$ cat config.mk
export PLATFORM = sky130hd
export DESIGN_NAME = ipsmc_fifo
export DESIGN_NICKNAME = d
export VERILOG_FILES = /design/src/hw/rtl/ipsmc_pkg.sv /design/src/hw/rtl/ipsmc_fifo.sv
export SDC_FILE = /design/constraint.sdc
export NUM_CORES = 1
export LEC_CHECK = 0
export CORE_MARGIN = 1
export CORE_UTILIZATION = 62
export DETAILED_ROUTE_END_ITERATION = 7
export DONT_BUFFER_PORTS = 1
export HOLD_SLACK_MARGIN = 0.12
export PLACE_DENSITY = 0.78
export SYNTH_ARGS = -nofsm -noshare
export SYNTH_HDL_FRONTEND = slang
export SYNTH_SLANG_ARGS = --single-unit
$ cat constraint.sdc
create_clock -name clk -period 4.9 [get_ports clk]
set_input_delay 0.735 -clock clk [delete_from_list [all_inputs] [get_ports clk]]
set_output_delay 0.735 -clock clk [all_outputs]
set_load 0.005 [all_outputs]
$ cat src/hw/rtl/ipsmc_pkg.sv
`default_nettype none
// ----------------------------------------------------------------------------
// ipsmc_pkg
// shared types, constants and saturating helpers for the balance controller
// ----------------------------------------------------------------------------
package ipsmc_pkg;

  localparam int FracBits     = 16;
  localparam int QueueDepth   = 2;
  localparam int MulW         = 34;
  localparam int ProdW        = 2 * MulW;
  localparam int DvdW         = 32 + FracBits;
  localparam int SinShift     = 60 - FracBits;

  localparam logic signed [31:0] One        = 32'sd1 <<< FracBits;
  localparam logic signed [31:0] Half       = 32'sd1 <<< (FracBits - 1);
  localparam logic signed [31:0] PhiMin     = 32'(((1 << FracBits) + 9999) / 10000);
  localparam logic signed [31:0] AccelLimit = 32'sd327680;
  localparam logic signed [MulW-1:0] DampingCoeff = 34'sd6554;
  localparam logic signed [MulW-1:0] TurnPerRad   = 34'sd683565276;
  localparam logic [31:0] QuarterTurn = 32'h4000_0000;
  localparam logic [31:0] HalfTurn    = 32'h8000_0000;
  localparam logic [31:0] ThreeQuarterTurn = 32'hC000_0000;

  localparam logic signed [31:0] SinCoef [5] = '{
    32'sd172272, -32'sd5026995, 32'sd85569306, -32'sd693598669, 32'sd1686629713
  };

  typedef enum logic [7:0] {
    REG_TILT_GAIN  = 8'd0,
    REG_VEL_GAIN   = 8'd1,
    REG_POS_GAIN   = 8'd2,
    REG_REACH_GAIN = 8'd3,
    REG_SW_GAIN    = 8'd4,
    REG_BOUNDARY   = 8'd5,
    REG_GRAVITY    = 8'd6,
    REG_COUPLING   = 8'd7
  } cfg_idx_t;

  typedef enum logic [2:0] {
    ST_IDLE,
    ST_MUL,
    ST_ACC,
    ST_SW,
    ST_SWWAIT,
    ST_UDIV,
    ST_UWAIT,
    ST_DONE
  } state_t;

  typedef enum logic [4:0] {
    OP_PHASE,
    OP_SIN_Z2,
    OP_SIN_P1,
    OP_SIN_P2,
    OP_SIN_P3,
    OP_SIN_P4,
    OP_SIN_Z,
    OP_COS_Z2,
    OP_COS_P1,
    OP_COS_P2,
    OP_COS_P3,
    OP_COS_P4,
    OP_COS_Z,
    OP_S_TILT,
    OP_S_VEL,
    OP_S_POS,
    OP_F_RATE,
    OP_F_VEL,
    OP_F_GRAV,
    OP_F_DAMP,
    OP_GAIN,
    OP_REACH_P,
    OP_REACH_K
  } op_t;

  typedef struct packed {
    logic signed [31:0] tilt_angle;
    logic signed [31:0] tilt_rate;
    logic signed [31:0] wheel_position;
    logic signed [31:0] wheel_velocity;
    logic signed [31:0] position_target;
    logic signed [31:0] velocity_target;
  } in_t;

  typedef struct packed {
    logic signed [31:0] accel_command;
    logic signed [31:0] surface_value;
    logic               gains_valid;
  } out_t;

  typedef struct packed {
    logic signed [31:0] tilt;
    logic signed [31:0] rate;
    logic signed [31:0] pos_err;
    logic signed [31:0] vel_err;
  } work_t;

  function automatic logic signed [31:0] sat_add(input logic signed [31:0] a,
                                                 input logic signed [31:0] b);
    logic signed [32:0] t;
    t = {a[31], a} + {b[31], b};
    if (t[32] != t[31]) return t[32] ? 32'sh8000_0000 : 32'sh7fff_ffff;
    return t[31:0];
  endfunction

  function automatic logic signed [31:0] sat_sub(input logic signed [31:0] a,
                                                 input logic signed [31:0] b);
    logic signed [32:0] t;
    t = {a[31], a} - {b[31], b};
    if (t[32] != t[31]) return t[32] ? 32'sh8000_0000 : 32'sh7fff_ffff;
    return t[31:0];
  endfunction

  function automatic logic signed [31:0] sat_wide(input logic signed [ProdW-1:0] v);
    if (v > 68'sd2147483647) return 32'sh7fff_ffff;
    if (v < -68'sd2147483648) return 32'sh8000_0000;
    return v[31:0];
  endfunction

endpackage
`default_nettype wire

$ cat src/hw/rtl/ipsmc_fifo.sv
`default_nettype none
// ----------------------------------------------------------------------------
// ipsmc_fifo
// short queue between the front and the back end
// ----------------------------------------------------------------------------
module ipsmc_fifo (
  input  wire logic              clk,
  input  wire logic              rst,
  input  wire logic              push_valid,
  output logic                   push_ready,
  input  wire ipsmc_pkg::work_t  push_data,
  output logic                   pop_valid,
  input  wire logic              pop_ready,
  output ipsmc_pkg::work_t       pop_data
);

  localparam int PtrW = $clog2(ipsmc_pkg::QueueDepth);
  localparam int CntW = $clog2(ipsmc_pkg::QueueDepth + 1);

  ipsmc_pkg::work_t mem [ipsmc_pkg::QueueDepth];
  logic [PtrW-1:0]  wr_ptr;
  logic [PtrW-1:0]  rd_ptr;
  logic [CntW-1:0]  count;
  logic             do_push;
  logic             do_pop;

  assign push_ready = count != CntW'(ipsmc_pkg::QueueDepth);
  assign pop_valid  = count != '0;
  assign pop_data   = mem[rd_ptr];
  assign do_push    = push_valid && push_ready;
  assign do_pop     = pop_valid && pop_ready;

  always_ff @(posedge clk) begin
    if (rst) begin
      wr_ptr <= '0;
      rd_ptr <= '0;
      count  <= '0;
    end else begin
      if (do_push) begin
        wr_ptr <= (wr_ptr == PtrW'(ipsmc_pkg::QueueDepth - 1)) ? '0 : wr_ptr + 1'b1;
      end
      if (do_pop) begin
        rd_ptr <= (rd_ptr == PtrW'(ipsmc_pkg::QueueDepth - 1)) ? '0 : rd_ptr + 1'b1;
      end
      if (do_push && !do_pop) begin
        count <= count + 1'b1;
      end else if (do_pop && !do_push) begin
        count <= count - 1'b1;
      end
    end
  end

  always_ff @(posedge clk) begin
    if (do_push) begin
      mem[wr_ptr] <= push_data;
    end
  end

endmodule
`default_nettype wire

==> flow_summary_export.csv <==
group,metric,value,unit
clocking,cts_inserted_buffers,25,
clocking,cts.path.max_buffers,3,
clocking,cts_sinks,261,
grt,grt_pass1_vias,4170,
pwr,clockPowerShare,0.305,
worst_setup_path,start_kind,"flip-flop",
sta,whs,292,ps
clocking,tritoncts,"done",
sta,setup_ws,1740,ps
placement,place_congestion,0.798,
floorplanning,die_height,126,um
worst_setup_path,cp_cell_sequence,"buf_4 > mux2_2",
floorplanning,core_area,0.0148,mm^2
worst_setup_path,cp_slowest_cell,"dfxtp_4",
pwr,share_comb_of_total_power,0.154,
cells_and_area,fin_util,0.701,
pwr,power.share.switching,0.243,
drt,drt_iter0_drc,317,
sta,rsz0062_at_grt,"false",
run_status,run_status,"complete, no violations",
sta,finalHoldViolCount,0,
grt,antenna_found_initial,0,
cells_and_area,fin_area,0.0103,mm^2
job,drv_cap,0,
clocking,cts_resized,0,
drt,drc,0,
drt,via_per_inst,6.04,
grt,grt.overflow.total,0,
synth,yosys_warnings,0,
drt,totalWireLength,15.8,mm
drt,wl_per_cell,24.6,um
pwr,switchingPower,1.32,mW
synth,syn_area,0.00950,mm^2
floorplanning,die_w,126,um
clocking,clk_pin_slew,60,ps
clocking,cts_hold_buffers,0,
synth,synthCells,422,
synth,yosysUniqueCellTypes,19,
sta,slew_headroom,0.300,
sta,worst_clock_skew,5.92,ps
floorplanning,rows,44,
synth,ys_ff_latch,261,
pwr,pwr-share-seq,0.541,
synth,yosysTopAreaCell,"edfxtp_1",
placement,dpl-instance-area,0.00964,mm^2
cells_and_area,layout_commonest_cell,"edfxtp_1",
sta,setup_viol,0,
sta,fin_crit,3160,ps
pwr,ir_drop,0.313,mV
floorplanning,die_area,0.0158,mm^2
sta,slew_viol_final,0,
floorplanning,ioPinCount,262,
cells_and_area,syn2layout_area_growth,8.93,%
pwr,intPower,4.13,mW
synth,avgSynthCellArea,22.5,um^2
worst_setup_path,cp_data_arrival_time,2430,ps
worst_setup_path,max_stage_delay,1000,ps
sta,period_share,0.646,
clocking,ctsRootBufferMaster,"clkbuf_16",
hold_path,holdCritPathClass,"input port to flip-flop",
worst_setup_path,crit_type,"flip-flop to output port",
cells_and_area,layout_common_cells,"256 x edfxtp_1, 128 x mux2_2, 25 x clkbuf_16",
grt,grt_max_degree,78,
clocking,clk_latency,500,ps
synth,synth_area_leaders,"edfxtp_1 81%, mux2_2 15%, buf_6 1.4%, dfxtp_1 1.1%, xor2_1 0.28%",
clocking,cts-htree-levels,1,
pwr,power_density,527,mW/mm^2
drt,dr.pass1.iters,4,
worst_setup_path,end_kind,"output port",
synth,yosysTopAreaCellShare,0.809,
synth,synth-seq-area-share,0.820,
placement,place_ws,2200,ps
drt,ant_nets,0,
cells_and_area,antenna_cells,0,
worst_setup_path,worstPathRequired,4160,ps
cells_and_area,nNetsFinal,574,
clocking,post_cts_buffers,0,
pwr,p_leak,3.33,nW
grt,grt_first_pass_wirelength,23.3,mm
drt,num_vias,3869,
sta,fmax,316,MHz
synth,synth_nets,555,
floorplanning,start_util,0.644,
cells_and_area,layout-drive-gt1-share,0.372,
grt,grt.total_usage,0.196,
placement,io_buffer_count,0,
sta,tightestPinTransition,1050,ps
worst_setup_path,crit_fanout,77,
sta,tns,0,ps
[cells in the mapped netlist]
| cell type | count |
|---|---|
| a21bo_2 | 1 |
| inv_1 | 1 |
| dfxtp_1 | 5 |
| nand2b_1 | 1 |
| buf_2 | 1 |
| o21ai_0 | 2 |
| edfxtp_1 | 256 |
| nor2_1 | 3 |
| nand3b_1 | 1 |
| ha_1 | 1 |
| and2_1 | 1 |
| and3_1 | 1 |
| or2_2 | 1 |
| mux2_2 | 128 |
| or3_1 | 1 |
| xor2_1 | 3 |
| a21oi_1 | 2 |
| buf_4 | 1 |
| buf_6 | 12 |
[flip-flops by register name, summed over array words and instances (netlist names), named ones only]
| signal | cells |
|---|---|
| count | 2 |
| mem | 256 |
| rd_ptr | 1 |
| wr_ptr | 1 |
[power groups by stage]
| stage | clock network (mW) | logic (mW) | registers, mW |
|---|---|---|---|
| after global placement | 0 | 0.822 | 2.98 |
| after detailed placement | 0 | 0.846 | 3.00 |
| after CTS | 1.69 | 0.855 | 2.95 |
| after floorplan | 0 | 0.808 | 2.91 |
| final | 1.66 | 0.841 | 2.95 |
| after global routing | 1.78 | 0.901 | 2.98 |
[metrics by stage]
stage | cells | power [mW]
after floorplan | 422 | 3.72
after global placement | 598 | 3.80
after detailed placement | 598 | 3.85
after CTS | 641 | 5.50
after global routing | 641 | 5.67
final | 641 | 5.45
[final cells by class]
cell class | count | area [um^2]
Tap cell | 184 | 230
Multi-Input combinational cell | 146 | 1570
Timing Repair Buffer | 6 | 45.0
Inverter | 1 | 6.26
Clock inverter | 10 | 53.8
Clock buffer | 33 | 656
Sequential cell | 261 | 7790
Fill cell | 871 | 4410
[worst paths after layout]
check                              from                    to  slack [ps]  cells after the start
hold reg to reg     rd_ptr$_SDFFE_PP0P_             flip-flop         530                      2
hold / removal                      rst             flip-flop         290                      1
setup / recovery              flip-flop          pop_data[81]        1740                      2
setup reg to reg  count[0]$_SDFFE_PP0P_  mem[0][58]$_DFFE_PP_        2380                      4
[worst max-delay path, delay by kind of cell (launching register included)]
| family | cells | cell delay, ps |
|---|---|---|
| DFF | 1 | 1000 |
| buffers and inverters | 1 | 440 |
| muxes | 1 | 410 |
[kinds of logic (layout without fill, tap and decap cells)]
logic type      count (synthesis)  after routing  share of synthesized area
compound gates                  5              5                    0.00316
xor+xnor                        3              3                    0.00277
fa+ha+maj                       1              1                    0.00132
buf+inv                        15             50                     0.0159
flops                         261            261                      0.820
mux                           128            128                      0.152
simple gates                    9              9                    0.00527
[layer usage]
layer,vias up,GRT usage,part of all wire,wire [um]
li1,1715,-,-,-
met1,1908,0.203,0.33,5230
met2,207,0.346,0.52,8150
met3,39,0.0918,0.11,1810
met4,0,0.0758,0.036,566
met5,-,0,0,0
(Power assumes the default switching activity.)
