`config.mk`:
```
export PLATFORM = sky130hd
export DESIGN_NAME = ipsmc_front
export DESIGN_NICKNAME = d
export VERILOG_FILES = /design/src/hw/rtl/ipsmc_pkg.sv /design/src/hw/rtl/ipsmc_front.sv
export SDC_FILE = /design/constraint.sdc
export NUM_CORES = 1
export LEC_CHECK = 0
export BUFFER_PORTS_ARGS = -buffer_cell sky130_fd_sc_hd__buf_2
export CAP_MARGIN = 20
export CORE_AREA = 2 2 128 130
export CTS_BUF_LIST = sky130_fd_sc_hd__clkbuf_8
export CTS_CLUSTER_DIAMETER = 30
export DETAILED_ROUTE_END_ITERATION = 6
export DIE_AREA = 0 0 130 132
export PLACE_DENSITY = 0.86
export SLEW_MARGIN = 10
export SYNTH_ARGS = -nofsm -noshare
export SYNTH_HDL_FRONTEND = slang
export SYNTH_SLANG_ARGS = --single-unit
```
`constraint.sdc`:
```
create_clock -name clk -period 10 [get_ports clk]
set_input_delay 2 -clock clk [delete_from_list [all_inputs] [get_ports clk]]
set_output_delay 2 -clock clk [all_outputs]
set_load 0.05 [all_outputs]
```
`src/hw/rtl/ipsmc_pkg.sv`:
```
`default_nettype none
// ----------------------------------------------------------------------------
// ipsmc_pkg
// shared types, constants and saturating helpers for the balance controller
// ----------------------------------------------------------------------------
package ipsmc_pkg;

  localparam int FracBits     = 16;
  localparam int QueueDepth   = 2;
  localparam int MulW         = 34;
  localparam int ProdW        = 2 * MulW;
  localparam int DvdW         = 32 + FracBits;
  localparam int SinShift     = 60 - FracBits;

  localparam logic signed [31:0] One        = 32'sd1 <<< FracBits;
  localparam logic signed [31:0] Half       = 32'sd1 <<< (FracBits - 1);
  localparam logic signed [31:0] PhiMin     = 32'(((1 << FracBits) + 9999) / 10000);
  localparam logic signed [31:0] AccelLimit = 32'sd327680;
  localparam logic signed [MulW-1:0] DampingCoeff = 34'sd6554;
  localparam logic signed [MulW-1:0] TurnPerRad   = 34'sd683565276;
  localparam logic [31:0] QuarterTurn = 32'h4000_0000;
  localparam logic [31:0] HalfTurn    = 32'h8000_0000;
  localparam logic [31:0] ThreeQuarterTurn = 32'hC000_0000;

  localparam logic signed [31:0] SinCoef [5] = '{
    32'sd172272, -32'sd5026995, 32'sd85569306, -32'sd693598669, 32'sd1686629713
  };

  typedef enum logic [7:0] {
    REG_TILT_GAIN  = 8'd0,
    REG_VEL_GAIN   = 8'd1,
    REG_POS_GAIN   = 8'd2,
    REG_REACH_GAIN = 8'd3,
    REG_SW_GAIN    = 8'd4,
    REG_BOUNDARY   = 8'd5,
    REG_GRAVITY    = 8'd6,
    REG_COUPLING   = 8'd7
  } cfg_idx_t;

  typedef enum logic [2:0] {
    ST_IDLE,
    ST_MUL,
    ST_ACC,
    ST_SW,
    ST_SWWAIT,
    ST_UDIV,
    ST_UWAIT,
    ST_DONE
  } state_t;

  typedef enum logic [4:0] {
    OP_PHASE,
    OP_SIN_Z2,
    OP_SIN_P1,
    OP_SIN_P2,
    OP_SIN_P3,
    OP_SIN_P4,
    OP_SIN_Z,
    OP_COS_Z2,
    OP_COS_P1,
    OP_COS_P2,
    OP_COS_P3,
    OP_COS_P4,
    OP_COS_Z,
    OP_S_TILT,
    OP_S_VEL,
    OP_S_POS,
    OP_F_RATE,
    OP_F_VEL,
    OP_F_GRAV,
    OP_F_DAMP,
    OP_GAIN,
    OP_REACH_P,
    OP_REACH_K
  } op_t;

  typedef struct packed {
    logic signed [31:0] tilt_angle;
    logic signed [31:0] tilt_rate;
    logic signed [31:0] wheel_position;
    logic signed [31:0] wheel_velocity;
    logic signed [31:0] position_target;
    logic signed [31:0] velocity_target;
  } in_t;

  typedef struct packed {
    logic signed [31:0] accel_command;
    logic signed [31:0] surface_value;
    logic               gains_valid;
  } out_t;

  typedef struct packed {
    logic signed [31:0] tilt;
    logic signed [31:0] rate;
    logic signed [31:0] pos_err;
    logic signed [31:0] vel_err;
  } work_t;

  function automatic logic signed [31:0] sat_add(input logic signed [31:0] a,
                                                 input logic signed [31:0] b);
    logic signed [32:0] t;
    t = {a[31], a} + {b[31], b};
    if (t[32] != t[31]) return t[32] ? 32'sh8000_0000 : 32'sh7fff_ffff;
    return t[31:0];
  endfunction

  function automatic logic signed [31:0] sat_sub(input logic signed [31:0] a,
                                                 input logic signed [31:0] b);
    logic signed [32:0] t;
    t = {a[31], a} - {b[31], b};
    if (t[32] != t[31]) return t[32] ? 32'sh8000_0000 : 32'sh7fff_ffff;
    return t[31:0];
  endfunction

  function automatic logic signed [31:0] sat_wide(input logic signed [ProdW-1:0] v);
    if (v > 68'sd2147483647) return 32'sh7fff_ffff;
    if (v < -68'sd2147483648) return 32'sh8000_0000;
    return v[31:0];
  endfunction

endpackage
`default_nettype wire

```
`src/hw/rtl/ipsmc_front.sv`:
```
`default_nettype none
// ----------------------------------------------------------------------------
// ipsmc_front
// accepts input transactions and forms the tracking errors for the queue
// ----------------------------------------------------------------------------
module ipsmc_front (
  input  wire logic             clk,
  input  wire logic             rst,
  input  wire logic             in_valid,
  output logic                  in_ready,
  input  wire ipsmc_pkg::in_t   in_data,
  output logic                  q_valid,
  input  wire logic             q_ready,
  output ipsmc_pkg::work_t      q_data
);

  logic             vld;
  ipsmc_pkg::work_t work;

  assign in_ready = !vld || q_ready;
  assign q_valid  = vld;
  assign q_data   = work;

  always_ff @(posedge clk) begin
    if (rst) begin
      vld <= 1'b0;
    end else if (in_valid && in_ready) begin
      vld <= 1'b1;
    end else if (q_ready) begin
      vld <= 1'b0;
    end
  end

  always_ff @(posedge clk) begin
    if (in_valid && in_ready) begin
      work.tilt    <= in_data.tilt_angle;
      work.rate    <= in_data.tilt_rate;
      work.pos_err <= ipsmc_pkg::sat_sub(in_data.wheel_position, in_data.position_target);
      work.vel_err <= ipsmc_pkg::sat_sub(in_data.wheel_velocity, in_data.velocity_target);
    end
  end

endmodule
`default_nettype wire

```
==> metrics, run 1 <==
critical path data arrival time 5.42 ns; setup ws final 4.76 ns; unique cell type count in the Yosys netlist 67; HPWL Detailed 17700 um; Critical Path RT 10.18 ns; initial DRC count 426; drt wl/cell 17.6 um; GRT overflow 0; fmax 0.191 GHz; GP Congestion 0.923; Initial Util 51.3%; cell area after synthesis 8060 sq um; layout cell share with drive strength beyond 1 34.4%; MaxCap Viol Count 0; RSZ-0062 raised after global routing no; Area Overhead vs Synth 27.9%; core area 15700 sq um; Reg2Reg Depth 3; Crit Path Category input pin to flop; mux contribution to synthesized area 0.171%; Root Driver clkbuf_8; final cell count without fillers 1322; Hold Buf Count CTS 0; Avg Cell Area, Syn 10.6 sq um; LEAKAGE 4.76 nW; Core Rows 46; port bufs 325; main combinational cell family by area after synthesis compound AO/OA/AOI/OAI gates; CTS buffer count 17; Syn Nets 1023; post-synthesis async set-or-reset flop share 0%; maximum VDD drop 79.0 uV; Setup TNS 0 ns; nets 1352; crit path time final 5.24 ns; overall routing resource usage 26.8%; PwrDens 174 nW/um^2; Post-Place Cells 1286; crit end category flop; Yosys reg bits 129; post-synth top area share 47.7%; Slew @ Worst Pin 0.978 ns; cts repair resizes 0; Via Count 7256; Post-Synth Adder-Cell Area 10.8%; Die W 130 um; Die ar. 17200 sq um; final wirelength 23200 um; Slew Limit Fails 0; number of global-route vias before repair 7035; clk sinks 129; largest net degree at the start of global routing 81; vias per cell 5.49; Clock Latency Late Sink 0.44 ns; clk_skew 0.00821 ns; Post-CTS Setup Bufs 0; Hold Crit Class flop to flop; Synth Area in XOR/XNOR 5.66%; Critical Path Source Type input pin; Seq/Total Area, Yosys 47.9%; initial antenna violation count 3; EDFF count, synth 128; FF/Latch Area 3860 sq um; Final Total Pwr 1.80 mW; clk slew on worst S/H paths 0.08 ns; CTS tree done; # setup viols final 0; DRT Pass-1 Iters 5; Ys Warns 0; Post-synth top flop edfxtp_1; Post-DRT Antenna Nets 0; final instance area 10300 sq um; Cells after Synth 761; post-synthesis simple-gate area fraction 8.67%; status finished clean; final hold viol count 0; Chip Height 132 um; Synth area leader edfxtp_1; first-pass GRT wire length 35800 um; pre-CTS setup slack 4.09 ns; largest cells by area after synthesis edfxtp_1 48%, ha_1 9.9%, a21oi_1 4.7%, inv_1 3.8%, o21ai_0 3.7%; Multi-input gate area 3800 sq um; final worst-path cycle share 52.4%; WHS 0.526 ns; DRC viols 0; hold path cells 2; Reg2Reg Setup Slack 7.67 ns; post-synthesis compound-gate area fraction 21.8%; CP Max Fanout 20; IO Count 326; max_slew headroom 34.8%; DP Area 9890 sq um; Max Root-Sink Buffers 2; fillers 1236; Util after Layout 65.6%; H-tree levels 4
-- placed cells by master (no fill, tap or decap), types with 7 or more instances in the layout --
| master | instances |
|---|---|
| nand2_1 | 43 |
| buf_2 | 325 |
| nand2b_1 | 12 |
| nand4_1 | 10 |
| ha_1 | 64 |
| nor3_1 | 7 |
| o21ai_1 | 11 |
| o31ai_1 | 13 |
| a21o_1 | 26 |
| nand3_1 | 11 |
| and3_1 | 7 |
| inv_1 | 82 |
| xnor2_1 | 28 |
| clkbuf_8 | 17 |
| edfxtp_1 | 128 |
| o21a_1 | 8 |
| a21oi_1 | 75 |
| a211oi_1 | 7 |
| nor2_1 | 29 |
| o21ai_0 | 59 |
| xor2_1 | 21 |
| o21bai_1 | 12 |
-- sequential cells by signal (all words and copies together), names as in the netlist --
name	cells
q_valid	1
q_data	128
-- critical path, cell delays in order --
cell      delay [ns]
buf_2           0.10
inv_1           0.07
ha_1            0.18
inv_1           0.07
fa_1            0.43
a211o_1         0.31
a2111o_1        0.42
nand3_2         0.12
o22ai_1         0.13
a41oi_2         0.38
nor2_1          0.08
a21o_1          0.23
a31oi_2         0.46
buf_4           0.33
a21oi_1         0.12
-- kinds of logic (layout without fill, tap and decap cells) --
| logic type | count (synthesis) | after routing |
|---|---|---|
| compound gates | 269 | 269 |
| xor+xnor | 50 | 50 |
| fa+ha+maj | 69 | 69 |
| buf+inv | 101 | 443 |
| flops | 129 | 129 |
| mux | 1 | 1 |
| other cells | 0 | 3 |
| simple gates | 142 | 142 |
-- synth_stat cells (3+ instances only) --
library cell,instances
a2111oi_0,4
a211o_1,4
a211oi_1,7
a21boi_0,3
a21o_1,26
a21oi_1,75
a31oi_1,6
and2_1,5
and3_1,7
buf_2,7
clkbuf_1,8
edfxtp_1,128
ha_1,64
inv_1,82
maj3_1,3
nand2_1,43
nand2b_1,12
nand3_1,11
nand4_1,10
nor2_1,29
nor2b_1,5
nor3_1,7
o211ai_1,5
o21a_1,8
o21ai_0,59
o21ai_1,11
o21bai_1,12
o22ai_1,4
o31a_1,3
o31ai_1,13
or2_2,4
xnor2_1,28
xor2_1,21
-- where the power goes --
part / total (mW) / switching, mW / internal (mW) / leakage (nW)
Clock: 0.471 / 0.242 / 0.229 / 0.199
Combinational: 0.636 / 0.442 / 0.194 / 3.33
Sequential: 0.693 / 0.0164 / 0.676 / 1.24
-- cell type report --
class	count	share of cell area [%]
clock inverters	15	1.69
diodes	3	0.0728
flip-flops and latches	129	37.5
multi-input cells	531	36.8
repair buffers	329	16.1
clock buffers	17	2.27
inverters	82	2.98
well taps	216	2.62
-- path summary, 6_finish.rpt --
check,startpoint,endpoint
worst max-delay path,in_data[64],q_data[19]
worst min-delay path,q_valid,q_valid
worst max register to register,q_valid,q_data[75]
worst min register to register,q_valid,q_valid
-- layer usage --
layer	vias to the layer above	track usage (%)	wire (um)
li1	3503	-	-
met5	-	0	0
met2	330	46.4	11900
met4	0	11.9	645
met1	3381	30.4	8570
met3	42	7.79	2110
Power figures use the tool's default switching activity.
==> run 2: changes to the inputs <==
CORE_AREA = default   (was 2 2 128 130)
CORE_MARGIN = 1   (was default)
CORE_UTILIZATION = 46   (was default)
DIE_AREA = default   (was 0 0 130 132)
PLACE_DENSITY = 0.82   (was 0.86)
clock period = 4.24 ns   (was 10 ns; I/O delays follow)
==> metrics, run 2 (synthesis gave the netlist of run 1 again) <==
status finished clean; final hold viol count 0; Die ar. 18100 sq um; GP Congestion 0.943; H-tree levels 4; PwrDens 413 nW/um^2; wire length on met3 1610 um; Hold Crit Class flop to flop; core area 17200 sq um; Max Root-Sink Buffers 2; # setup viols final 0; Die W 134 um; clk_skew 0.00936 ns; Reg-to-Reg Start q_valid; Crit path largest cell delay 0.44 ns; RSZ-0062 raised after global routing no; nets 1358; clk slew on worst S/H paths 0.08 ns; maximum VDD drop 239 uV; clk sinks 129; Worst Hold Launch q_valid; Slew Limit Fails 0; Core Rows 48; MaxCap Viol Count 0; Largest register FFs 128; CP Max Fanout 21; most frequent cells in the layout 325 x buf_2, 128 x edfxtp_1, 82 x inv_1; Via Count 7237; setup ws final 0.635 ns; Reg2Reg Setup Slack 2.61 ns; IO Count 326; CTS buffer count 17; sequential share of power 38.1%; crit path time final 3.61 ns; Post-CTS Setup Bufs 0; WL met1 8630 um; Logic pwr share 34.9%; GRT overflow 0; initial DRC count 352; most common cell after layout, fill and taps aside buf_2; worst setup path startpoint in_data[64]; port bufs 325; initial antenna violation count 2; fmax 0.277 GHz; slowest CP cell fa_1; top sig layer met4; HPWL Detailed 17300 um; crit end category flop; cts repair resizes 0; Setup TNS 0 ns; number of global-route vias before repair 6984; Power Internal 2.66 mW; final worst-path cycle share 85.0%; Most Frequent Cell on Critical Path inv_1; clock power share 27.0%; critical path data arrival time 3.78 ns; Post-DRT Antenna Nets 0; layout cell share with drive strength beyond 1 34.6%; DRT Pass-1 Iters 5; Initial Util 46.8%; Crit Path Category input pin to flop; pre-CTS setup slack 0.251 ns; Area Overhead vs Synth 29.0%; Psw 1.63 mW; worst path cell trace buf_2 > inv_1 > ha_1 > inv_1 > fa_1 > a211o_1 > a2111o_1 > nand3_2 > o22ai_1 > a41oi_2 > nor2_1 > a21o_1 > a31oi_2 > buf_4 > o21ai_0; drt wl/cell 16.5 um; LEAKAGE 4.81 nW; largest net degree at the start of global routing 76; overall routing resource usage 24.3%; Hold Buf Count CTS 0; DRC viols 0; Chip Height 134 um; WL met2 11400 um; first-pass GRT wire length 34000 um; sw frac 38.0%; Clock Latency Late Sink 0.43 ns; vias per cell 5.42; Critical Path RT 4.42 ns; CTS tree done; max_slew headroom 57.8%; Root Driver clkbuf_8; Slew @ Worst Pin 0.625 ns; Critical Path Source Type input pin; final wirelength 22000 um
[run 2: cell types whose count changed in the layout (fill, tap and decap cells not counted), sizes merged]
cell | previous run | this run
clkinv | 4 | 6
diode | 3 | 2
buf | 329 | 335
bufinv | 2 | 3
clkinvlp | 3 | 0
[run 2: final cells by class]
cell class                      count  area [sq um]
Sequential cell                   129          3860
Antenna cell                        2          5.00
Timing Repair Buffer              335          1710
Clock inverter                     15           198
Clock buffer                       17           234
Fill cell                        1442          6840
Inverter                           82           308
Tap cell                          225           282
Multi-Input combinational cell    531          3800
[run 2: routing by layer]
metal	global-route usage [%]	vias to the layer above
met1	27.5	3404
met5	0	-
met3	5.18	22
li1	-	3514
met2	44.8	297
met4	8.30	0
[run 2: worst paths after layout]
path / to / cells after the start
worst max-delay path: q_data[2] / 15
worst min-delay path: q_valid / 2
worst max register to register: q_data[51] / 3
worst min register to register: q_valid / 2
[run 2: worst max-delay path, delay by kind of cell]
kind / cells / cell delay [ns]
buffers and inverters: 4 / 0.48
adders and majority gates: 2 / 0.61
and+or+nand+nor: 2 / 0.17
AOI/OAI and AO/OA: 7 / 1.67
[run 2: per-stage QoR]
stage	power (mW)	cells	utilization, %	hold slack (ns)	instance area [sq um]
2_1_floorplan	2.76	761	-	0.917	8070
3_3_place_gp	3.12	1302	57.8	0.499	9960
3_5_place_dp	3.15	1302	57.8	0.528	9960
4_1_cts	4.31	1334	60.3	0.542	10400
5_1_grt	4.49	1335	60.3	0.548	10400
6_report	4.29	1336	60.3	0.542	10400
[run 2: power by group through the flow]
stage                     clock [mW]  sequential [mW]  combinational, mW
final                           1.16             1.63               1.50
after global placement             0             1.66               1.46
after floorplan                    0             2.13              0.635
after detailed placement           0             1.66               1.49
after global routing            1.23             1.65               1.61
after CTS                       1.18             1.64               1.49
